==> src/rtl/kmer_heaviest_bucket_assign_macros.svh <==
// Assertion macros for the heaviest-bucket assignment block.
// Included by the RTL files that check their own logic; depends on nothing.
`ifndef KMER_HEAVIEST_BUCKET_ASSIGN_MACROS_SVH
`define KMER_HEAVIEST_BUCKET_ASSIGN_MACROS_SVH

`ifndef ASSERT_OFF
// Checked on aclk, ignored while aresetn is low.
`define KHB_ASSERT(lbl, prop, msg) \
    lbl: assert property (@(posedge aclk) disable iff (!aresetn) prop) else $error(msg);
// Checked on aclk, also during reset.
`define KHB_ASSERT_ALWAYS(lbl, prop, msg) \
    lbl: assert property (@(posedge aclk) prop) else $error(msg);
`else
`define KHB_ASSERT(lbl, prop, msg)
`define KHB_ASSERT_ALWAYS(lbl, prop, msg)
`endif

`endif

==> src/rtl/kmhb_pkg.sv <==
// Shared constants, types and the base decoder of the heaviest-bucket block.
// Used by every module of the block; depends on nothing.
`default_nettype none

package kmhb_pkg;

    // Built defaults of the top-level parameters.
    localparam int DEF_MAX_K        = 10;
    localparam int DEF_MAX_READ_LEN = 256;
    localparam int DEF_COUNT_BITS   = 32;

    // Fixed field widths.
    localparam int OFFSET_BITS   = 8;
    localparam int CHAR_BITS     = 8;
    localparam int KLEN_BITS     = 4;
    localparam int CFG_IDX_BITS  = 1;
    localparam int CFG_DATA_BITS = 4;

    // Configuration register indexes.
    localparam logic [CFG_IDX_BITS-1:0] CFG_KMER_LENGTH = 1'd0;
    localparam logic [CFG_IDX_BITS-1:0] CFG_NO_RC       = 1'd1;

    // Configuration reset values.
    localparam logic [KLEN_BITS-1:0] KLEN_RESET = 4'd10;

    // ASCII codes of the four bases in both cases.
    localparam logic [CHAR_BITS-1:0] CHAR_UA = 8'h41;
    localparam logic [CHAR_BITS-1:0] CHAR_UC = 8'h43;
    localparam logic [CHAR_BITS-1:0] CHAR_UG = 8'h47;
    localparam logic [CHAR_BITS-1:0] CHAR_UT = 8'h54;
    localparam logic [CHAR_BITS-1:0] CHAR_LA = 8'h61;
    localparam logic [CHAR_BITS-1:0] CHAR_LC = 8'h63;
    localparam logic [CHAR_BITS-1:0] CHAR_LG = 8'h67;
    localparam logic [CHAR_BITS-1:0] CHAR_LT = 8'h74;

    // 2-bit base codes.
    localparam logic [1:0] CODE_A = 2'd0;
    localparam logic [1:0] CODE_C = 2'd1;
    localparam logic [1:0] CODE_G = 2'd2;
    localparam logic [1:0] CODE_T = 2'd3;

    // Control flags of one candidate beat between the roller and the selector.
    typedef struct packed {
        logic f_ok;   // forward k-mer is complete
        logic r_ok;   // reverse-complement k-mer is a candidate
        logic last;   // beat ends the read
    } cand_ctl_t;

    // Decoded base: a byte that is not a base reads as A on both strands.
    typedef struct packed {
        logic [1:0] fwd;
        logic [1:0] rev;
    } base_code_t;

    function automatic base_code_t decode_base(input logic [CHAR_BITS-1:0] ch);
        base_code_t res;
        case (ch)
            CHAR_UA, CHAR_LA: res = '{fwd: CODE_A, rev: CODE_T};
            CHAR_UC, CHAR_LC: res = '{fwd: CODE_C, rev: CODE_G};
            CHAR_UG, CHAR_LG: res = '{fwd: CODE_G, rev: CODE_C};
            CHAR_UT, CHAR_LT: res = '{fwd: CODE_T, rev: CODE_A};
            default:          res = '{fwd: CODE_A, rev: CODE_A};
        endcase
        return res;
    endfunction

endpackage

`default_nettype wire

==> src/rtl/kmhb_select.sv <==
// Candidate stage: compares the looked-up counts with the best so far, holds
// the result beat and issues the saturating count increment. Uses kmhb_pkg.
`default_nettype none
`include "kmer_heaviest_bucket_assign_macros.svh"

module kmhb_select #(
    parameter int MAX_K        = kmhb_pkg::DEF_MAX_K,
    parameter int MAX_READ_LEN = kmhb_pkg::DEF_MAX_READ_LEN,
    parameter int COUNT_BITS   = kmhb_pkg::DEF_COUNT_BITS
) (
    input  wire logic                                aclk,
    input  wire logic                                aresetn,
    input  wire logic                                accept,
    input  wire kmhb_pkg::cand_ctl_t                 cand_ctl,
    input  wire logic [2*MAX_K-1:0]                  fwd_key,
    input  wire logic [2*MAX_K-1:0]                  rev_key,
    input  wire logic [$clog2(MAX_READ_LEN)-1:0]     fwd_pos,
    input  wire logic [$clog2(MAX_READ_LEN)-1:0]     rev_pos,
    input  wire logic [$clog2(MAX_READ_LEN)-1:0]     end_pos,
    input  wire logic [COUNT_BITS-1:0]               fwd_weight,
    input  wire logic [COUNT_BITS-1:0]               rev_weight,
    output logic                                     stage_free,
    output logic                                     inc_we,
    output logic [2*MAX_K-1:0]                       inc_addr,
    output logic [COUNT_BITS-1:0]                    inc_data,
    output logic                                     m_valid,
    input  wire logic                                m_ready,
    output logic                                     m_found,
    output logic [2*MAX_K-1:0]                       m_bucket_key,
    output logic [kmhb_pkg::OFFSET_BITS-1:0]         m_first_offset,
    output logic                                     m_reversed,
    output logic [COUNT_BITS-1:0]                    m_bucket_weight
);

    localparam int KEY_BITS = 2 * MAX_K;
    localparam int POS_BITS = $clog2(MAX_READ_LEN);

    // Beat waiting for its count data.
    logic                 s1_valid_reg;
    kmhb_pkg::cand_ctl_t  s1_ctl_reg;
    logic [KEY_BITS-1:0]  s1_fkey_reg, s1_rkey_reg;
    logic [POS_BITS-1:0]  s1_fpos_reg, s1_rpos_reg, s1_end_reg;

    // Best candidate of the current read.
    logic                  have_best_reg;
    logic [KEY_BITS-1:0]   best_key_reg;
    logic [COUNT_BITS-1:0] best_weight_reg;
    logic [POS_BITS-1:0]   best_pos_reg;
    logic                  best_rev_reg;

    logic                  m_valid_reg;

    logic                  s1_adv;
    logic                  emit;
    logic                  take_f, take_r;
    logic                  t_have;
    logic [KEY_BITS-1:0]   t_key, b_key;
    logic [COUNT_BITS-1:0] t_weight, b_weight;
    logic [POS_BITS-1:0]   t_pos, b_pos, b_off;
    logic                  t_rev, b_rev, b_have;

    // The beat moves on unless it carries a result and the output is still full.
    assign s1_adv     = s1_valid_reg && !(s1_ctl_reg.last && m_valid_reg && !m_ready);
    assign stage_free = !s1_valid_reg || s1_adv;
    assign emit       = s1_adv && s1_ctl_reg.last;

    // Forward candidate first: higher count wins, smaller key breaks a tie.
    always_comb begin
        take_f = s1_ctl_reg.f_ok && (!have_best_reg || (fwd_weight > best_weight_reg) ||
                 ((fwd_weight == best_weight_reg) && (s1_fkey_reg < best_key_reg)));
        t_have   = have_best_reg || take_f;
        t_key    = take_f ? s1_fkey_reg : best_key_reg;
        t_weight = take_f ? fwd_weight  : best_weight_reg;
        t_pos    = take_f ? s1_fpos_reg : best_pos_reg;
        t_rev    = take_f ? 1'b0        : best_rev_reg;
    end

    // Then the reverse-complement candidate of the same base.
    always_comb begin
        take_r = s1_ctl_reg.r_ok && (!t_have || (rev_weight > t_weight) ||
                 ((rev_weight == t_weight) && (s1_rkey_reg < t_key)));
        b_have   = t_have || take_r;
        b_key    = take_r ? s1_rkey_reg : t_key;
        b_weight = take_r ? rev_weight  : t_weight;
        b_pos    = take_r ? s1_rpos_reg : t_pos;
        b_rev    = take_r ? 1'b1        : t_rev;
        b_off    = b_rev ? (s1_end_reg - b_pos) : b_pos;
    end

    // Count increment of the chosen bucket, held at the top value.
    assign inc_we   = emit && b_have && (b_weight != '1);
    assign inc_addr = b_key;
    assign inc_data = b_weight + COUNT_BITS'(1);

    // Stage valid, best-candidate state and result valid.
    always_ff @(posedge aclk) begin
        if (!aresetn) begin
            s1_valid_reg    <= 1'b0;
            have_best_reg   <= 1'b0;
            best_key_reg    <= '0;
            best_weight_reg <= '0;
            best_pos_reg    <= '0;
            best_rev_reg    <= 1'b0;
            m_valid_reg     <= 1'b0;
        end else begin
            if (accept) begin
                s1_valid_reg <= 1'b1;
            end else if (s1_adv) begin
                s1_valid_reg <= 1'b0;
            end
            if (emit) begin
                have_best_reg   <= 1'b0;
                best_key_reg    <= '0;
                best_weight_reg <= '0;
                best_pos_reg    <= '0;
                best_rev_reg    <= 1'b0;
            end else if (s1_adv) begin
                have_best_reg   <= b_have;
                best_key_reg    <= b_key;
                best_weight_reg <= b_weight;
                best_pos_reg    <= b_pos;
                best_rev_reg    <= b_rev;
            end
            if (emit) begin
                m_valid_reg <= 1'b1;
            end else if (m_ready) begin
                m_valid_reg <= 1'b0;
            end
        end
    end

    // Beat payload captured at acceptance.
    always_ff @(posedge aclk) begin
        if (accept) begin
            s1_ctl_reg  <= cand_ctl;
            s1_fkey_reg <= fwd_key;
            s1_rkey_reg <= rev_key;
            s1_fpos_reg <= fwd_pos;
            s1_rpos_reg <= rev_pos;
            s1_end_reg  <= end_pos;
        end
    end

    // Result payload; a read without a full k-mer reports zeros.
    always_ff @(posedge aclk) begin
        if (emit) begin
            m_found         <= b_have;
            m_bucket_key    <= b_have ? b_key : '0;
            m_first_offset  <= b_have ? kmhb_pkg::OFFSET_BITS'(b_off) : '0;
            m_reversed      <= b_have && b_rev;
            m_bucket_weight <= b_have ? b_weight : '0;
        end
    end

    assign m_valid = m_valid_reg;

    `KHB_ASSERT(a_hold_stalled_beat, (s1_valid_reg && !s1_adv) |-> !accept, "beat overwritten while stalled")
    `KHB_ASSERT(a_best_cleared, emit |=> (!have_best_reg && m_valid_reg), "best not cleared after result")
    `KHB_ASSERT(a_not_found_zero, (m_valid_reg && !m_found) |-> ((m_bucket_weight == '0) && (m_bucket_key == '0)), "empty result carries data")

endmodule

`default_nettype wire

==> config.mk <==
export PLATFORM = sky130hd
export DESIGN_NAME = kmhb_select
export DESIGN_NICKNAME = d
export VERILOG_FILES = /design/src/rtl/kmhb_pkg.sv /design/src/rtl/kmhb_select.sv
export VERILOG_INCLUDE_DIRS = /design/src /design/src/rtl
export SDC_FILE = /design/constraint.sdc
export NUM_CORES = 1
export LEC_CHECK = 0
export BUFFER_PORTS_ARGS = -buffer_cell sky130_fd_sc_hd__clkbuf_2
export CORE_ASPECT_RATIO = 1.4
export CORE_MARGIN = 5
export CORE_UTILIZATION = 50
export DETAILED_ROUTE_END_ITERATION = 6
export PLACE_DENSITY = 0.8
export SETUP_SLACK_MARGIN = 0.2
export SLEW_MARGIN = 15
export SYNTH_ARGS = -nofsm -noshare
export SYNTH_HDL_FRONTEND = slang
export SYNTH_SLANG_ARGS = --single-unit
==> constraint.sdc <==
create_clock -name aclk -period 14.4 [get_ports aclk]
set_input_delay 3.6 -clock aclk [delete_from_list [all_inputs] [get_ports aclk]]
set_output_delay 3.6 -clock aclk [all_outputs]
set_load 0.01 [all_outputs]
# Yosys cells after proc, flatten, opt, wreduce, memory -nomap -nowiden
# Index checks and enable logic that the tools add are counted.
[totals]
register_bits = 193
wordCells = 69
out_inout_bits = 117
inputBits = 135
[op_classes]
addsub = 2
eq_ne = 3
reduce_logical = 26
bitwise = 1
n_lt_le_gt_ge = 4
n_mux = 13
[ops]
columns = ["cell", "count"]
rows = [
  ["$eq 32x32->1", 2],
  ["$gt 32x32->1", 2],
  ["$mux 32", 2],
  ["$lt 20x20->1", 2],
  ["$mux 20", 2],
  ["$add 32x1->32 const B", 1],
  ["$ne 32x32->1 const B", 1],
  ["$mux 8", 3],
  ["$logic_and 1x1->1", 11],
  ["$sub 8x8->8", 1],
  ["$logic_or 1x1->1", 7],
  ["$mux 1", 6],
  ["$logic_not 1->1", 5],
  ["$reduce_bool 2->1", 2],
  ["$reduce_or 2->1", 1],
  ["$not 1->1", 1],
]

# Longest topological paths before layout
[logic_depth]
ltp_word = 12
mapped_depth = 35
ltp_nobuf = 31

# Worst setup path after synthesis
# OpenSTA, ideal clock, no wires.
[synth_timing]
path_kind = "input-to-output"
start = "input port fwd_weight[29]"
end = "output port inc_data[30]"
setup_slack_ns = 0.960
stages = 30
required_time_ns = 10.800
t_arrival_ns = 9.840
cell_sequence = "ha_1 a21o_1 a21o_1 a221oi_1 a21oi_1 o41ai_4 buf_6 buf_6 buf_4 mux2i_1 ha_1 a21oi_1 o221ai_1 a21o_1 a2111o_1 a2111oi_4 o21ai_4 buf_6 buf_6 nand2_1 o21ai_1 inv_1 ha_1 clkbuf_1 nand4_1 or3_1 or2_2 mux2i_2 o211ai_1 xor2_1"
[synth_between]
elab_chain_cells = 11
elab_cells_between_ends = 19
cone_classes = "1 x add/sub; 3 x order compare; 2 x eq/ne; 3 x mux; 10 x reduce/logical"
[synth_lines]
columns = ["item", "line_no", "rtl"]
rows = [
  ["start, declared", "kmhb_select.sv:20", "input wire logic [COUNT_BITS-1:0] fwd_weight,"],
  ["$gt 32x32->1 or $eq 32x32->1 (tied branches)", "kmhb_select.sv:69, kmhb_select.sv:70", ""],
  ["$logic_or 1x1->1 or $logic_and 1x1->1 (tied branches)", "kmhb_select.sv:69, kmhb_select.sv:70", ""],
  ["$logic_or 1x1->1", "kmhb_select.sv:69", "take_f = s1_ctl_reg.f_ok && (!have_best_reg || (fwd_weight > best_weight_reg) ||"],
  ["$logic_and 1x1->1", "kmhb_select.sv:69", ""],
  ["$mux 32, or another cell as far along", "kmhb_select.sv:73", "t_weight = take_f ? fwd_weight : best_weight_reg;"],
  ["$gt 32x32->1, or another cell as far along", "kmhb_select.sv:80", "take_r = s1_ctl_reg.r_ok && (!t_have || (rev_weight > t_weight) ||"],
  ["$logic_or 1x1->1 or $logic_and 1x1->1 (tied branches)", "kmhb_select.sv:80, kmhb_select.sv:81", ""],
  ["$logic_or 1x1->1", "kmhb_select.sv:80", ""],
  ["$logic_and 1x1->1", "kmhb_select.sv:80", ""],
  ["$mux 32 (*)", "kmhb_select.sv:84", "b_weight = take_r ? rev_weight : t_weight;"],
  ["via b_weight[0]", "kmhb_select.sv:58", "logic [COUNT_BITS-1:0] t_weight, b_weight;"],
  ["$add 32x1->32 (*)", "kmhb_select.sv:93", "assign inc_data = b_weight + COUNT_BITS'(1);"],
  ["end, declared", "kmhb_select.sv:25", "output logic [COUNT_BITS-1:0] inc_data,"],
]
# Mark *: on every way through the listed nets, which the timed path passes. The rest lies on a longest branch.

# Final worst setup path
# Ends and elaborated chain as after synthesis.

==> flow_summary.json <==
{
  "finalSetupTns_ns": 0,
  "synth_area_mm2": 0.0126,
  "routed.top_layer": "met4",
  "skew_ns": 0.0127,
  "htreeDepth": 4,
  "fin_crit_sh_pct": 96.0,
  "hpwlAfterDp_um": 27500,
  "cp_slowest_cell": "a221oi_1",
  "worstSkewPairLatency_ns": 0.46,
  "root_buffer": "clkbuf_16",
  "p_leak_nw": 6.47,
  "synthTopCellsByCount": "nand2_1, edfxtp_1, inv_1",
  "powerDensity_mw_per_mm2": 104,
  "vias": 10500,
  "grt_pass1_vias": 11100,
  "dieHeight_um": 198,
  "dp.cells": 1797,
  "hp-start": "best_pos_reg[0]",
  "cts_tree": "done",
  "max-vdd-ir-drop_v": 0.0000926,
  "fin_cells": 1836,
  "antenna_cells": 0,
  "avgSynthCellArea_um2": 9.97,
  "period_needed_ns": 13.83,
  "drc": 0,
  "setup_viol_count_final": 0,
  "portBuffers": 251,
  "routabilityCongestion": 0.903,
  "syn_inst": 1261,
  "fmax_mhz": 72.3,
  "netlist-cell-type-count": 68,
  "r2r_end": "m_first_offset[7]",
  "synth-seq-cells": 193,
  "vias_per_cell": 5.71,
  "r2r-start": "best_weight_reg[9]",
  "grt_max_degree": 69,
  "cts_hold_buf": 0,
  "antenna_found_initial": 0,
  "area_growth_pct": 17.6,
  "ant_nets": 0,
  "start_util_pct": 50.8,
  "tightest_slew_ns": 0.897,
  "grt_first_pass_wirelength_um": 57000,
  "crit_fanout": 25,
  "drt_iter0_markers": 554,
  "cts_buffers": 17,
  "cp-end-kind": "output pin",
  "synthesis.nets": 1508,
  "synth_edf_count": 129,
  "holdPathEnd": "best_pos_reg[0]",
  "dr_wl_met3_um": 2260,
  "slew_viol_final": 0,
  "synth_area_leader_cell": "edfxtp_1",
  "cp_top_family": "compound AO/OA/AOI/OAI gates",
  "reg2reg_slack_ns": 5.80,
  "yosysWarnings": 0,
  "synthFlopType": "edfxtp_1",
  "worstSetupPathType": "primary input to output pin",
  "final_hold_viol_count": 0,
  "start_kind": "primary input",
  "critPathRequiredTime_ns": 10.80,
  "synth_mux_area_share_pct": 15.2,
  "clock_sink_count": 193,
  "drt-total-wl_um": 36700,
  "holdCritPathClass": "register to register",
  "synth-seq-area-share_pct": 41.0,
  "pin_count": 252,
  "grt_usage_pct": 25.7,
  "firstDrtPassIters": 7,
  "worstHoldPathCells": 2,
  "synth_top_family_by_area": "simple AND/OR/NAND/NOR gates",
  "yosys-top-cells-area": "edfxtp_1, ha_1, dfxtp_1, mux2i_1, nand2_1",
  "synth_xor_area_share_pct": 2.37,
  "maxSlewHeadroom_pct": 40.2,
  "status": "finished clean",
  "ys_async_sr_fraction_pct": 0,
  "die_width_um": 144,
  "rr_worst_depth": 33,
  "critPathMostFrequentCell": "ha_1",
  "worstPathArrival_ns": 10.23,
  "clock_path_buffers": 2,
  "fin_nets": 1755,
  "dieArea_mm2": 0.0285,
  "wl_met1_um": 13500,
  "fill_cells": 2102,
  "dr_wl_met2_um": 19200,
  "synth_fa_ha_area_share_pct": 11.2,
  "grt_overflow": 0,
  "yosysTopAreaCellShare_pct": 30.8,
  "layout-drive-gt1-share_pct": 26.2,
  "max_stage_delay_ns": 0.45,
  "synth-compound-area-share_pct": 8.90,
  "coreArea_mm2": 0.0248,
  "avgRoutedWirePerCell_um": 20.0,
  "synth_most_common_cell": "nand2_1",
  "drv_cap": 0,
  "rsz0062_at_grt": "no",
  "cp_num_buf_inv": 4,
  "synth-simple-area-share_pct": 15.4,
  "rows": 68,
  "clk_pin_slew_ns": 0.07
}
==> cell usage in the layout (no fill, tap or decap), drive strengths merged, types with 4 or more instances in the layout <==
cell and n:
inv 127, xnor2 14, o21ai 28, buf 23, nor2 95, ha 111, mux2i 124, o211ai 6
a211oi 7, a21o 8, clkinv 5, and2 30, and3 14, a221oi 5, nand2 148, clkbuf 269
xor2 20, and4 5, nand4 24, a31oi 4, nand3b 4, edfxtp 129, a21oi 84, nand3 43
or3 8, o21a 5, nor2b 7, nor3 16, nand2b 6, mux2 51, dfxtp 64
==> power by group <==
group | internal, mW | switching [mW]
sequential | 0.633 | 0.0197
clock | 0.245 | 0.233
combinational | 0.167 | 0.238
==> area by class of cell <==
cell class                      count  area, um^2  area share (%)
Multi-Input combinational cell    902        6740            45.6
Sequential cell                   193        5150            34.9
Timing Repair Buffer              274        1470            9.92
Inverter                          120         450            3.05
Clock buffer                       18         429            2.90
Tap cell                          315         394            2.67
Clock inverter                     14         148           0.999
==> through the flow <==
step	power [mW]	instance area [um^2]	utilization (%)	hold slack, ns	setup slack [ns]
global placement	1.05	14100	56.9	0.434	0.450
detailed placement	1.06	14100	56.9	0.450	0.215
finish	1.54	14800	59.7	0.455	0.574
floorplan	0.926	12600	-	0.428	0.960
global route	1.61	14800	59.7	0.482	0.209
CTS	1.54	14700	59.2	0.461	0.210
==> worst max path at each step <==
stage | from | to | slack [ns] | cells past startpoint
floorplan | fwd_weight[29] | inc_data[30] | 0.96 | 30
global placement | fwd_weight[29] | inc_data[30] | 0.45 | 26
detailed placement | fwd_weight[29] | inc_data[30] | 0.22 | 26
CTS | fwd_weight[29] | inc_data[30] | 0.21 | 26
global route | fwd_weight[11] | inc_data[30] | 0.21 | 28
finish | fwd_weight[29] | inc_data[30] | 0.57 | 28
==> what timing repair did <==
item / CTS / global route
setup buffers: 0 / 5
setup endpoints to repair: 0 / 11
gates resized for setup: 0 / 11
==> kinds of logic after synthesis <==
logic type	Yosys count
multiplexers	175
flip-flops	193
adder cells (fa/ha/maj)	112
AND/OR/NAND/NOR	410
XOR/XNOR	34
buffers and inverters	166
AO/OA/AOI/OAI	171
==> per-layer routing <==
layer,vias up,GRT usage [%]
met5,-,0
met4,0,12.1
met3,116,4.43
met2,420,46.7
met1,4987,28.7
li1,4960,-
==> tightest hold or removal path, cell delays in order, from the launching register on <==
cell,delay [ns]
dfxtp_1,0.31
nand2_1,0.05
a21oi_1,0.05
No activity file was read; power rests on OpenSTA's default activity.
