==> src/rtl/kmer_heaviest_bucket_assign_macros.svh <==
// Assertion macros for the heaviest-bucket assignment block.
// Included by the RTL files that check their own logic; depends on nothing.
`ifndef KMER_HEAVIEST_BUCKET_ASSIGN_MACROS_SVH
`define KMER_HEAVIEST_BUCKET_ASSIGN_MACROS_SVH

`ifndef ASSERT_OFF
// Checked on aclk, ignored while aresetn is low.
`define KHB_ASSERT(lbl, prop, msg) \
    lbl: assert property (@(posedge aclk) disable iff (!aresetn) prop) else $error(msg);
// Checked on aclk, also during reset.
`define KHB_ASSERT_ALWAYS(lbl, prop, msg) \
    lbl: assert property (@(posedge aclk) prop) else $error(msg);
`else
`define KHB_ASSERT(lbl, prop, msg)
`define KHB_ASSERT_ALWAYS(lbl, prop, msg)
`endif

`endif

==> src/rtl/kmhb_pkg.sv <==
// Shared constants, types and the base decoder of the heaviest-bucket block.
// Used by every module of the block; depends on nothing.
`default_nettype none

package kmhb_pkg;

    // Built defaults of the top-level parameters.
    localparam int DEF_MAX_K        = 10;
    localparam int DEF_MAX_READ_LEN = 256;
    localparam int DEF_COUNT_BITS   = 32;

    // Fixed field widths.
    localparam int OFFSET_BITS   = 8;
    localparam int CHAR_BITS     = 8;
    localparam int KLEN_BITS     = 4;
    localparam int CFG_IDX_BITS  = 1;
    localparam int CFG_DATA_BITS = 4;

    // Configuration register indexes.
    localparam logic [CFG_IDX_BITS-1:0] CFG_KMER_LENGTH = 1'd0;
    localparam logic [CFG_IDX_BITS-1:0] CFG_NO_RC       = 1'd1;

    // Configuration reset values.
    localparam logic [KLEN_BITS-1:0] KLEN_RESET = 4'd10;

    // ASCII codes of the four bases in both cases.
    localparam logic [CHAR_BITS-1:0] CHAR_UA = 8'h41;
    localparam logic [CHAR_BITS-1:0] CHAR_UC = 8'h43;
    localparam logic [CHAR_BITS-1:0] CHAR_UG = 8'h47;
    localparam logic [CHAR_BITS-1:0] CHAR_UT = 8'h54;
    localparam logic [CHAR_BITS-1:0] CHAR_LA = 8'h61;
    localparam logic [CHAR_BITS-1:0] CHAR_LC = 8'h63;
    localparam logic [CHAR_BITS-1:0] CHAR_LG = 8'h67;
    localparam logic [CHAR_BITS-1:0] CHAR_LT = 8'h74;

    // 2-bit base codes.
    localparam logic [1:0] CODE_A = 2'd0;
    localparam logic [1:0] CODE_C = 2'd1;
    localparam logic [1:0] CODE_G = 2'd2;
    localparam logic [1:0] CODE_T = 2'd3;

    // Control flags of one candidate beat between the roller and the selector.
    typedef struct packed {
        logic f_ok;   // forward k-mer is complete
        logic r_ok;   // reverse-complement k-mer is a candidate
        logic last;   // beat ends the read
    } cand_ctl_t;

    // Decoded base: a byte that is not a base reads as A on both strands.
    typedef struct packed {
        logic [1:0] fwd;
        logic [1:0] rev;
    } base_code_t;

    function automatic base_code_t decode_base(input logic [CHAR_BITS-1:0] ch);
        base_code_t res;
        case (ch)
            CHAR_UA, CHAR_LA: res = '{fwd: CODE_A, rev: CODE_T};
            CHAR_UC, CHAR_LC: res = '{fwd: CODE_C, rev: CODE_G};
            CHAR_UG, CHAR_LG: res = '{fwd: CODE_G, rev: CODE_C};
            CHAR_UT, CHAR_LT: res = '{fwd: CODE_T, rev: CODE_A};
            default:          res = '{fwd: CODE_A, rev: CODE_A};
        endcase
        return res;
    endfunction

endpackage

`default_nettype wire

==> src/rtl/kmhb_roller.sv <==
// Rolling forward and reverse-complement k-mers, window fill and read position.
// Produces the lookup keys of each accepted base; uses kmhb_pkg.
`default_nettype none

module kmhb_roller #(
    parameter int MAX_K        = kmhb_pkg::DEF_MAX_K,
    parameter int MAX_READ_LEN = kmhb_pkg::DEF_MAX_READ_LEN
) (
    input  wire logic                              aclk,
    input  wire logic                              aresetn,
    input  wire logic                              accept,
    input  wire logic [kmhb_pkg::CHAR_BITS-1:0]    base_char,
    input  wire logic                              last_base,
    input  wire logic [kmhb_pkg::KLEN_BITS-1:0]    kmer_length,
    input  wire logic                              no_rc,
    output kmhb_pkg::cand_ctl_t                    cand_ctl,
    output logic [2*MAX_K-1:0]                     fwd_key,
    output logic [2*MAX_K-1:0]                     rev_key,
    output logic [$clog2(MAX_READ_LEN)-1:0]        fwd_pos,
    output logic [$clog2(MAX_READ_LEN)-1:0]        rev_pos,
    output logic [$clog2(MAX_READ_LEN)-1:0]        end_pos
);

    localparam int KEY_BITS = 2 * MAX_K;
    localparam int KL_BITS  = $clog2(MAX_K + 1);
    localparam int POS_BITS = $clog2(MAX_READ_LEN);
    localparam int RP_BITS  = POS_BITS + 1;

    logic [KEY_BITS-1:0] fwd_kmer_reg, fwd_kmer_next;
    logic [KEY_BITS-1:0] rev_kmer_reg, rev_kmer_next;
    logic [KL_BITS-1:0]  win_reg, win_next;
    logic [RP_BITS-1:0]  rpos_reg, rpos_next;

    logic [KL_BITS-1:0]  k_eff;
    logic [KL_BITS-1:0]  rev_shift;
    logic                active;
    logic [KEY_BITS-1:0] fwd_roll;
    logic [KEY_BITS-1:0] rev_roll;
    logic [KEY_BITS-1:0] fwd_mask;
    kmhb_pkg::base_code_t code;

    // Effective k-mer length: zero acts as one, anything above the build limit
    // acts as the limit.
    always_comb begin
        if (kmer_length == '0) begin
            k_eff = KL_BITS'(1);
        end else if (kmer_length > MAX_K) begin
            k_eff = KL_BITS'(MAX_K);
        end else begin
            k_eff = KL_BITS'(kmer_length);
        end
    end

    // Shift the new base into both strands; bases past the read limit are dropped.
    assign code     = kmhb_pkg::decode_base(base_char);
    assign active   = (rpos_reg < RP_BITS'(MAX_READ_LEN));
    assign fwd_roll = {fwd_kmer_reg[KEY_BITS-3:0], code.fwd};
    assign rev_roll = {code.rev, rev_kmer_reg[KEY_BITS-1:2]};

    always_comb begin
        fwd_kmer_next = fwd_kmer_reg;
        rev_kmer_next = rev_kmer_reg;
        win_next      = win_reg;
        rpos_next     = rpos_reg;
        if (active) begin
            fwd_kmer_next = fwd_roll;
            rev_kmer_next = rev_roll;
            rpos_next     = rpos_reg + RP_BITS'(1);
            if (win_reg < KL_BITS'(MAX_K)) begin
                win_next = win_reg + KL_BITS'(1);
            end
        end
    end

    // Keys: the forward key keeps the low k bases, the reverse key drops the
    // oldest MAX_K-k bases from the low end.
    always_comb begin
        for (int i = 0; i < MAX_K; i++) begin
            fwd_mask[2*i +: 2] = (i < k_eff) ? 2'b11 : 2'b00;
        end
    end

    assign rev_shift = KL_BITS'(MAX_K) - k_eff;
    assign fwd_key   = fwd_roll & fwd_mask;
    assign rev_key   = rev_roll >> {rev_shift, 1'b0};

    assign cand_ctl.f_ok = active && (win_next >= k_eff);
    assign cand_ctl.r_ok = active && (win_next >= k_eff) && !no_rc;
    assign cand_ctl.last = last_base;

    assign fwd_pos = POS_BITS'(rpos_reg + RP_BITS'(1) - RP_BITS'(k_eff));
    assign rev_pos = POS_BITS'(rpos_reg);
    assign end_pos = POS_BITS'(rpos_next - RP_BITS'(1));

    // Window state; everything returns to its reset value after the last base.
    always_ff @(posedge aclk) begin
        if (!aresetn) begin
            fwd_kmer_reg <= '1;
            rev_kmer_reg <= '1;
            win_reg      <= '0;
            rpos_reg     <= '0;
        end else if (accept) begin
            if (last_base) begin
                fwd_kmer_reg <= '1;
                rev_kmer_reg <= '1;
                win_reg      <= '0;
                rpos_reg     <= '0;
            end else begin
                fwd_kmer_reg <= fwd_kmer_next;
                rev_kmer_reg <= rev_kmer_next;
                win_reg      <= win_next;
                rpos_reg     <= rpos_next;
            end
        end
    end

endmodule

`default_nettype wire

==> config.mk <==
export PLATFORM = sky130hd
export DESIGN_NAME = kmhb_roller
export DESIGN_NICKNAME = d
export VERILOG_FILES = /design/src/rtl/kmer_heaviest_bucket_assign_macros.svh /design/src/rtl/kmhb_pkg.sv /design/src/rtl/kmhb_roller.sv
export SDC_FILE = /design/constraint.sdc
export NUM_CORES = 1
export LEC_CHECK = 0
export ABC_CLOCK_PERIOD_IN_PS = 2500
export BUFFER_PORTS_ARGS = -buffer_cell sky130_fd_sc_hd__buf_2
export CORE_AREA = 10 10 105 107
export CTS_BUF_LIST = sky130_fd_sc_hd__clkbuf_2
export CTS_CLUSTER_DIAMETER = 150
export DETAILED_ROUTE_END_ITERATION = 10
export DIE_AREA = 0 0 115 117
export MAX_ROUTING_LAYER = met4
export SYNTH_ARGS = -nofsm -noshare
export SYNTH_HDL_FRONTEND = slang
export SYNTH_SLANG_ARGS = --single-unit
==> constraint.sdc <==
create_clock -name aclk -period 2.5 [get_ports aclk]
set_input_delay 0.375 -clock aclk [delete_from_list [all_inputs] [get_ports aclk]]
set_output_delay 0.375 -clock aclk [all_outputs]
set_load 0.02 [all_outputs]
Yosys cells after proc, flatten, opt, wreduce, memory -nomap -nowiden

Index checks and enable logic that the tools add are counted.

Flip-flop bits (word level): 51
Output and inout port bits: 67

Add/subtract/negate cells: 5
Magnitude comparators: 14
Eq/ne operators: 8
Shifts and indexed selects: 1
Mux-type cells: 22
Bitwise gates (word level): 1
Reduce and logical (&&, ||, !) cells: 10

Operators by type and width:

| cell                                                                         | count |
|---|---|
| 8-bit by 7-bit equality test with 1-bit output (second input constant)       | 8 |
| 20-bit 2-to-1 mux                                                            | 2 |
| 18-bit 2-to-1 mux                                                            | 2 |
| 20-bit bitwise AND                                                           | 1 |
| 2-bit 2-to-1 mux                                                             | 10 |
| 4-bit 2-to-1 mux                                                             | 5 |
| 20-bit by 5-bit >> shifter with 20-bit output                                | 1 |
| 9-bit 2-to-1 mux                                                             | 2 |
| 3-bit by 4-bit less-than comparator with 1-bit output (first input constant) | 4 |
| 4-bit one-hot mux with 4 select lines                                        | 1 |
| 9-bit by 1-bit adder with 9-bit output (second input constant)               | 1 |
| 9-bit less-than comparator (second input constant)                           | 1 |
| 1-bit by 4-bit less-than comparator with 1-bit output (first input constant) | 2 |
| 2-bit by 4-bit less-than comparator with 1-bit output (first input constant) | 2 |
| 4-bit less-than comparator (first input constant)                            | 2 |
| 2-bit OR reduction                                                           | 4 |
| 8-bit by 1-bit subtractor with 8-bit output (second input constant)          | 1 |
| 8-bit by 4-bit subtractor with 8-bit output                                  | 1 |
| 4-bit by 1-bit adder with 4-bit output (second input constant)               | 1 |
| 4-bit >= comparator                                                          | 1 |
| 4-bit > comparator (second input constant)                                   | 1 |
| 4-bit logical NOT                                                            | 1 |
| 4-bit less-than comparator (second input constant)                           | 1 |
| 4-bit subtractor (first input constant)                                      | 1 |
| other kinds (4)                                                              | 5 |

Longest topological paths before layout

Gate-level depths: netlist (run 1).

Depth after elaboration: 6
Depth in mapped cells: 11
Depth with buffers taken out: 10

Worst setup path before layout (run 1)

No wires, ideal clock.

Path kind: input-to-output
Start: input port kmer_length[1] in the netlist's numbering
End: output port rev_key[8]
Arrival time: 2.454 ns
Required time: 2.125 ns
Path slack: -0.329 ns
Stages on the path: 10
Cell sequence: nor3_1 > a21oi_4 > inv_2 > buf_4 > ha_1 > or2_2 > a2bb2oi_1 > clkbuf_1 > a21oi_1 > a31oi_1

Cells in the longest elaborated chain, start to end: 5

Ends and longest elaborated chain:

| element                                           | line              | source |
|---|---|---|
| from (decl)                                       | kmhb_roller.sv:14 | `input wire logic [kmhb_pkg::KLEN_BITS-1:0] kmer_length,` |
| 4-bit > comparator                                | kmhb_roller.sv:47 | `end else if (kmer_length > MAX_K) begin` |
| 4-bit 2-to-1 mux                                  | kmhb_roller.sv:47 |  |
| 4-bit 2-to-1 mux (*)                              | kmhb_roller.sv:45 | `if (kmer_length == '0) begin` |
| 4-bit subtractor (*)                              | kmhb_roller.sv:83 | `assign rev_shift = KL_BITS'(MAX_K) - k_eff;` |
| 20-bit by 5-bit >> shifter with 20-bit output (*) | kmhb_roller.sv:85 | `assign rev_key = rev_roll >> {rev_shift, 1'b0};` |
| to (decl)                                         | kmhb_roller.sv:18 | `output logic [2*MAX_K-1:0] rev_key,` |

Every way passes the cells marked *; elsewhere a longest branch is shown, timed or not.

Final worst setup path (run 1)

Start: register rpos_reg[1]
End: output port fwd_pos[7]

Cells in the longest elaborated chain, start to end: 2

Ends and longest elaborated chain:

| element                                     | line               | source |
|---|---|---|
| from (decl)                                 | kmhb_roller.sv:32  | `logic [RP_BITS-1:0] rpos_reg, rpos_next;` |
| from (signal assigned)                      | kmhb_roller.sv:112 | `rpos_reg <= rpos_next;` |
| 9-bit by 1-bit adder with 9-bit output      | kmhb_roller.sv:91  | `assign fwd_pos = POS_BITS'(rpos_reg + RP_BITS'(1) - RP_BITS'(k_eff));` |
| 8-bit by 4-bit subtractor with 8-bit output | kmhb_roller.sv:91  |  |
| to (decl)                                   | kmhb_roller.sv:19  | `output logic [$clog2(MAX_READ_LEN)-1:0] fwd_pos,` |

Every way passes these cells.

==> results.json, run 1 <==
{
  "powerDensity_mw_per_mm2": 433,
  "power_mw": 2.30,
  "worst_slack_ns": -0.352,
  "cp.required_ns": 2.12,
  "initial_core_util": 0.387,
  "final_common_cell": "buf_4",
  "synth_warnings": 0,
  "violations": "setup timing",
  "path_buf_inv": 1,
  "grt_start_max_net_pins": 34,
  "syn_area_per_cell_um2": 8.56,
  "arrival_ns": 2.48,
  "port_buffers": 82,
  "pre_cts_ws_ns": -0.243,
  "fin_cells": 666,
  "finalNetCount": 585,
  "layout_common_cells": "84 x buf_4, 57 x buf_2, 42 x dfxtp_1",
  "drt_wl_total_um": 11500,
  "crit_path_start_kind": "flip-flop",
  "clock_latency_ns": 0.43,
  "syn_to_final_growth_pct": 52.2,
  "tritoncts": "done",
  "synth-main-ff-cell": "dfxtp_1",
  "utilization": 0.589,
  "drt_pass1_iterations": 4,
  "finClkSkew_ns": 0.0111,
  "hold_buffers": 0,
  "finalCritPeriodShare": 1.14,
  "clock_path_buffers": 2,
  "critPathTopFamily": "compound AO/OA/AOI/OAI gates",
  "yosys.area.top_type": "dfxtp_1",
  "die_h_um": 117,
  "synth_edf_count": 0,
  "comb_power_share": 0.445,
  "maxSlewHeadroom": 0.567,
  "peakVddDrop_uv": 270,
  "wl_per_cell_um": 17.2,
  "drc": 0,
  "final-setup-viol-count": 14,
  "ioPinCount": 84,
  "die_area_mm2": 0.0135,
  "yosys.cell_types.count": 61,
  "fin_tns_setup_ns": -2.99,
  "drt-initial-drc-count": 159,
  "power.share.clock": 0.186,
  "vias": 3642,
  "synthArstFlopShare": 0,
  "slowest_stage": "dfxtp_2",
  "timing.hold.ws_ns": 0.265,
  "first_global_vias": 3688,
  "track_usage": 0.167,
  "max_freq_ghz": 0.351,
  "tightest_slew_ns": 0.648,
  "p_int_mw": 1.48,
  "power.switching_mw": 0.821,
  "ys_seq_area_frac": 0.281,
  "synth_top_area_frac": 0.281,
  "yosys-top-cells-area": "dfxtp_1 28%, a221o_1 9.2%, ha_1 4.7%",
  "path_class": "flip-flop to primary output",
  "cts.sink_count": 49,
  "seqPwrFrac": 0.370,
  "crit_fanout": 4,
  "drive_gt1_frac": 0.481,
  "gp_congestion": 0.901,
  "drv_slew": 0,
  "status": "finished, violations left",
  "grt_overflow": 0,
  "synth_seq_cells": 49,
  "swShare": 0.356,
  "rsz0062_at_grt": "true",
  "grt_pass1_wl_um": 18200,
  "crit_path_frequent_cell": "ha_4",
  "drv_cap": 0,
  "root_buffer": "clkbuf_2",
  "max_stage_delay_ns": 0.42,
  "place_area_mm2": 0.00452,
  "leakage_nw": 2.29,
  "path_cells": "ha_4, xor2_2, ha_4, o21a_1, o31a_1, nor3_4, nand2_1, o211ai_1, buf_4",
  "hpwl_um": 8280,
  "hold_viol_final": 0,
  "antenna_found_initial": 0,
  "netlist_instances": 408,
  "final_cell_area_mm2": 0.00532,
  "die_w_um": 115,
  "cts_buffers": 5,
  "ant_nets": 0,
  "num-fill-cells": 803,
  "dp_cells": 637,
  "coreArea_mm2": 0.00902,
  "avgViaCountPerCell": 5.47,
  "finalCriticalPeriod_ns": 2.85,
  "syn_area_mm2": 0.00349,
  "hold_path_class": "input port to flip-flop",
  "critPathCaptureType": "primary output",
  "htree_levels": 2,
  "diodes": 0,
  "clk_pin_slew_ns": 0.24,
  "synth_fp_nets": 439,
  "rows": 35
}
layer usage:
| layer | share of wire | up-vias | GRT usage |
|---|---|---|---|
| met5 | 0 | - | - |
| met4 | 0.010 | 0 | 0.0289 |
| met3 | 0.040 | 16 | 0.0301 |
| met2 | 0.50 | 80 | 0.275 |
| met1 | 0.45 | 1762 | 0.211 |
| li1 | - | 1784 | - |
power by group through the flow:
stage / sequential, mW / clock [mW] / combinational [mW]
after floorplan: 0.856 / 0 / 0.520
after global placement: 0.863 / 0 / 0.832
after detailed placement: 0.864 / 0 / 0.841
after CTS: 0.851 / 0.435 / 0.928
after global routing: 0.859 / 0.463 / 1.10
final: 0.852 / 0.427 / 1.02
cell families after synthesis:
logic type	Yosys count	synth area share
multiplexers	22	0.0849
adder cells (fa/ha/maj)	14	0.0523
AO/OA/AOI/OAI	103	0.235
flip-flops	49	0.281
AND/OR/NAND/NOR	147	0.220
buffers and inverters	48	0.0648
XOR/XNOR	25	0.0627
layout make-up:
cell class | instances | area [µm²] | area share
clock inverter | 2 | 33.8 | 0.00635
multi-input combinational | 311 | 2740 | 0.516
inverter | 13 | 51.3 | 0.00965
tap | 111 | 139 | 0.0261
clock buffer | 6 | 30.0 | 0.00565
timing repair buffer | 174 | 1330 | 0.250
sequential | 49 | 990 | 0.186
worst paths after layout:
path	start	to	slack, ns	cells after the start
setup / recovery	rpos_reg[1]	fwd_pos[7]	-0.35	9
hold / removal	aresetn	win_reg[2]	0.26	2
setup reg to reg	rpos_reg[1]	rpos_reg[4]	0.71	8
hold reg to reg	fwd_kmer_reg[16]	fwd_kmer_reg[16]	0.52	1
cells in the mapped netlist, types with 12 or more instances:
| cell | instances |
|---|---|
| a21oi_1 | 14 |
| a221o_1 | 32 |
| and2_1 | 16 |
| clkbuf_1 | 21 |
| dfxtp_1 | 49 |
| ha_1 | 13 |
| inv_1 | 12 |
| mux2i_1 | 12 |
| nand2_1 | 32 |
| nand3_1 | 15 |
| nor2_1 | 25 |
| nor2b_1 | 22 |
| o21ai_0 | 12 |
| xnor2_1 | 15 |
timing repair:
item,CTS,global route
setup buffers,15,7
pin swaps,26,25
setup endpoints to repair,29,26
resized for setup,81,57
(Power assumes the default switching activity.)
==> run 2: changes to the inputs <==
--- a/config.mk
+++ b/config.mk
@@ -8,7 +8,6 @@
 export ABC_CLOCK_PERIOD_IN_PS = 2500
 export BUFFER_PORTS_ARGS = -buffer_cell sky130_fd_sc_hd__buf_2
 export CORE_AREA = 10 10 105 107
-export CTS_BUF_LIST = sky130_fd_sc_hd__clkbuf_2
 export CTS_CLUSTER_DIAMETER = 150
 export DETAILED_ROUTE_END_ITERATION = 10
 export DIE_AREA = 0 0 115 117
==> run 2 against run 1 <==
Net effect:
- the run still ends with setup timing left
- wire length decreased by 1.5%
- sequential share of layout area grew 0.21 points
- first-iteration DRC count increased by 1.9%
- register-to-register slack better by 0.17 ns
- worst setup slack better by 0.17 ns
- power is 6.1% higher
- critical path depth up 1
- sequential power about the same
- largest cell class unchanged
- highest routed layer unchanged
==> results.json, run 2 (synthesis gave the netlist of run 1 again) <==
{
  "status": "finished, violations left",
  "violations": "setup timing",
  "worst_r2r_path_depth": 9,
  "finClkSkew_ns": 0.00564,
  "peakVddDrop_uv": 278,
  "clk_pin_slew_ns": 0.09,
  "clock_latency_ns": 0.30,
  "worst_slack_ns": -0.178,
  "grt_overflow": 0,
  "critPathCaptureType": "primary output",
  "first_global_vias": 3652,
  "clock_path_buffers": 2,
  "antenna_found_initial": 0,
  "tightest_slew_ns": 0.644,
  "grt_pass1_wl_um": 18100,
  "syn_to_final_growth_pct": 50.6,
  "wl_per_cell_um": 17.0,
  "tritoncts": "done",
  "rsz0062_at_grt": "true",
  "reg2reg_from": "rpos_reg[0]",
  "slowest_stage": "dfxtp_2",
  "avgViaCountPerCell": 5.50,
  "maxSlewHeadroom": 0.570,
  "drt_pass1_iterations": 4,
  "final_common_cell": "buf_4",
  "die_area_mm2": 0.0135,
  "cp.required_ns": 2.12,
  "drt_wl_total_um": 11300,
  "whs_path_depth": 2,
  "timing.hold.ws_ns": 0.414,
  "vias": 3644,
  "diodes": 0,
  "drv_slew": 0,
  "root_buffer": "clkbuf_8",
  "hold_path_class": "input port to flip-flop",
  "arrival_ns": 2.30,
  "drt-initial-drc-count": 162,
  "path_buf_inv": 2,
  "finalCritPeriodShare": 1.07,
  "holdPathEnd": "rpos_reg[0]",
  "leakage_nw": 2.26,
  "critPathTopFamily": "compound AO/OA/AOI/OAI gates",
  "port_buffers": 82,
  "cts_buffers": 5,
  "drive_gt1_frac": 0.457,
  "powerDensity_mw_per_mm2": 465,
  "initial_core_util": 0.387,
  "layout_common_cells": "80 x buf_4, 61 x buf_2, 42 x dfxtp_1",
  "ioPinCount": 84,
  "htree_levels": 2,
  "rows": 35,
  "timing.rr.end": "rpos_reg[3]",
  "die_w_um": 115,
  "drv_cap": 0,
  "cts.sink_count": 49,
  "max_freq_ghz": 0.373,
  "finalNetCount": 581,
  "final-setup-viol-count": 10,
  "drc": 0,
  "path_cells": "buf_6, nand3_4, xnor2_2, ha_1, o21a_1, o31a_1, nor3_4, nand2_1, o211ai_1, buf_4",
  "ant_nets": 0,
  "fin_cells": 662,
  "finalCriticalPeriod_ns": 2.68,
  "hp-start": "aresetn",
  "grt_start_max_net_pins": 34,
  "hpwl_um": 8280,
  "hold_viol_final": 0,
  "gp_congestion": 0.901,
  "hold_buffers": 0,
  "crit_path_start_kind": "flip-flop",
  "crit_fanout": 7,
  "crit_start": "rpos_reg[1]",
  "num-fill-cells": 805,
  "track_usage": 0.166,
  "rrSetupSlack_ns": 0.88,
  "path_class": "flip-flop to primary output",
  "dp_cells": 637,
  "die_h_um": 117,
  "max_stage_delay_ns": 0.37,
  "coreArea_mm2": 0.00902
}
==> run 2: power by group <==
| part | internal [mW] | switching [mW] | leakage, nW |
|---|---|---|---|
| Clock | 0.327 | 0.270 | 0.0585 |
| Combinational | 0.480 | 0.518 | 1.80 |
| Sequential | 0.815 | 0.0341 | 0.406 |
| Total | 1.62 | 0.822 | 2.26 |
==> run 2: layout make-up <==
type / count / area, µm² / share of cell area
inverter: 13 / 51.3 / 0.00976
timing repair buffer: 170 / 1280 / 0.244
clock buffer: 7 / 86.3 / 0.0164
tap: 111 / 139 / 0.0264
sequential: 49 / 990 / 0.188
clock inverter: 1 / 30.0 / 0.00571
multi-input combinational: 311 / 2680 / 0.510
==> run 2: worst max path at each step <==
stage                  to  slack, ns  cells past startpoint
3_5_place_dp   rev_key[3]      -0.24                     12
2_1_floorplan  fwd_pos[7]      -0.02                     10
4_1_cts        fwd_pos[5]      -0.14                      9
6_report       fwd_pos[7]      -0.18                     10
5_1_grt        fwd_pos[7]      -0.33                     10
3_3_place_gp   fwd_pos[6]      -0.20                     13
==> run 2: repair_timing <==
item                                    4_1_cts  5_1_grt
gates resized for setup                      65       54
endpoints found under the hold margin         0        0
buffers inserted                             10        8
pin swaps                                    24       24
endpoints found under the setup margin       26       22
==> run 2: metrics by stage <==
stage	total power [mW]	setup TNS, ns	instance area (µm²)	utilization	worst slack (ns)
after detailed placement	1.70	-2.78	4520	0.501	-0.243
after global routing	2.57	-2.50	5260	0.583	-0.332
after floorplan	1.38	-0.0179	3580	-	-0.0179
after CTS	2.37	-0.843	4970	0.551	-0.145
after global placement	1.70	-1.88	4520	0.501	-0.200
final	2.44	-1.30	5260	0.583	-0.178
==> run 2: layer usage <==
layer,global-route usage,vias to the layer above,share of wire
met3,0.0306,7,0.044
met1,0.209,1782,0.45
met2,0.274,80,0.50
met4,0.0289,0,0.0065
li1,-,1775,-
met5,-,-,0
==> run 2: worst register-to-register path: stages (launching register included) <==
cell and delay, ns:
dfxtp_2 0.36, buf_6 0.13, buf_6 0.10, buf_8 0.09
buf_4 0.13, nand4b_1 0.16, xor2_2 0.27, nor2_1 0.07
a21oi_1 0.12, nor2b_1 0.06
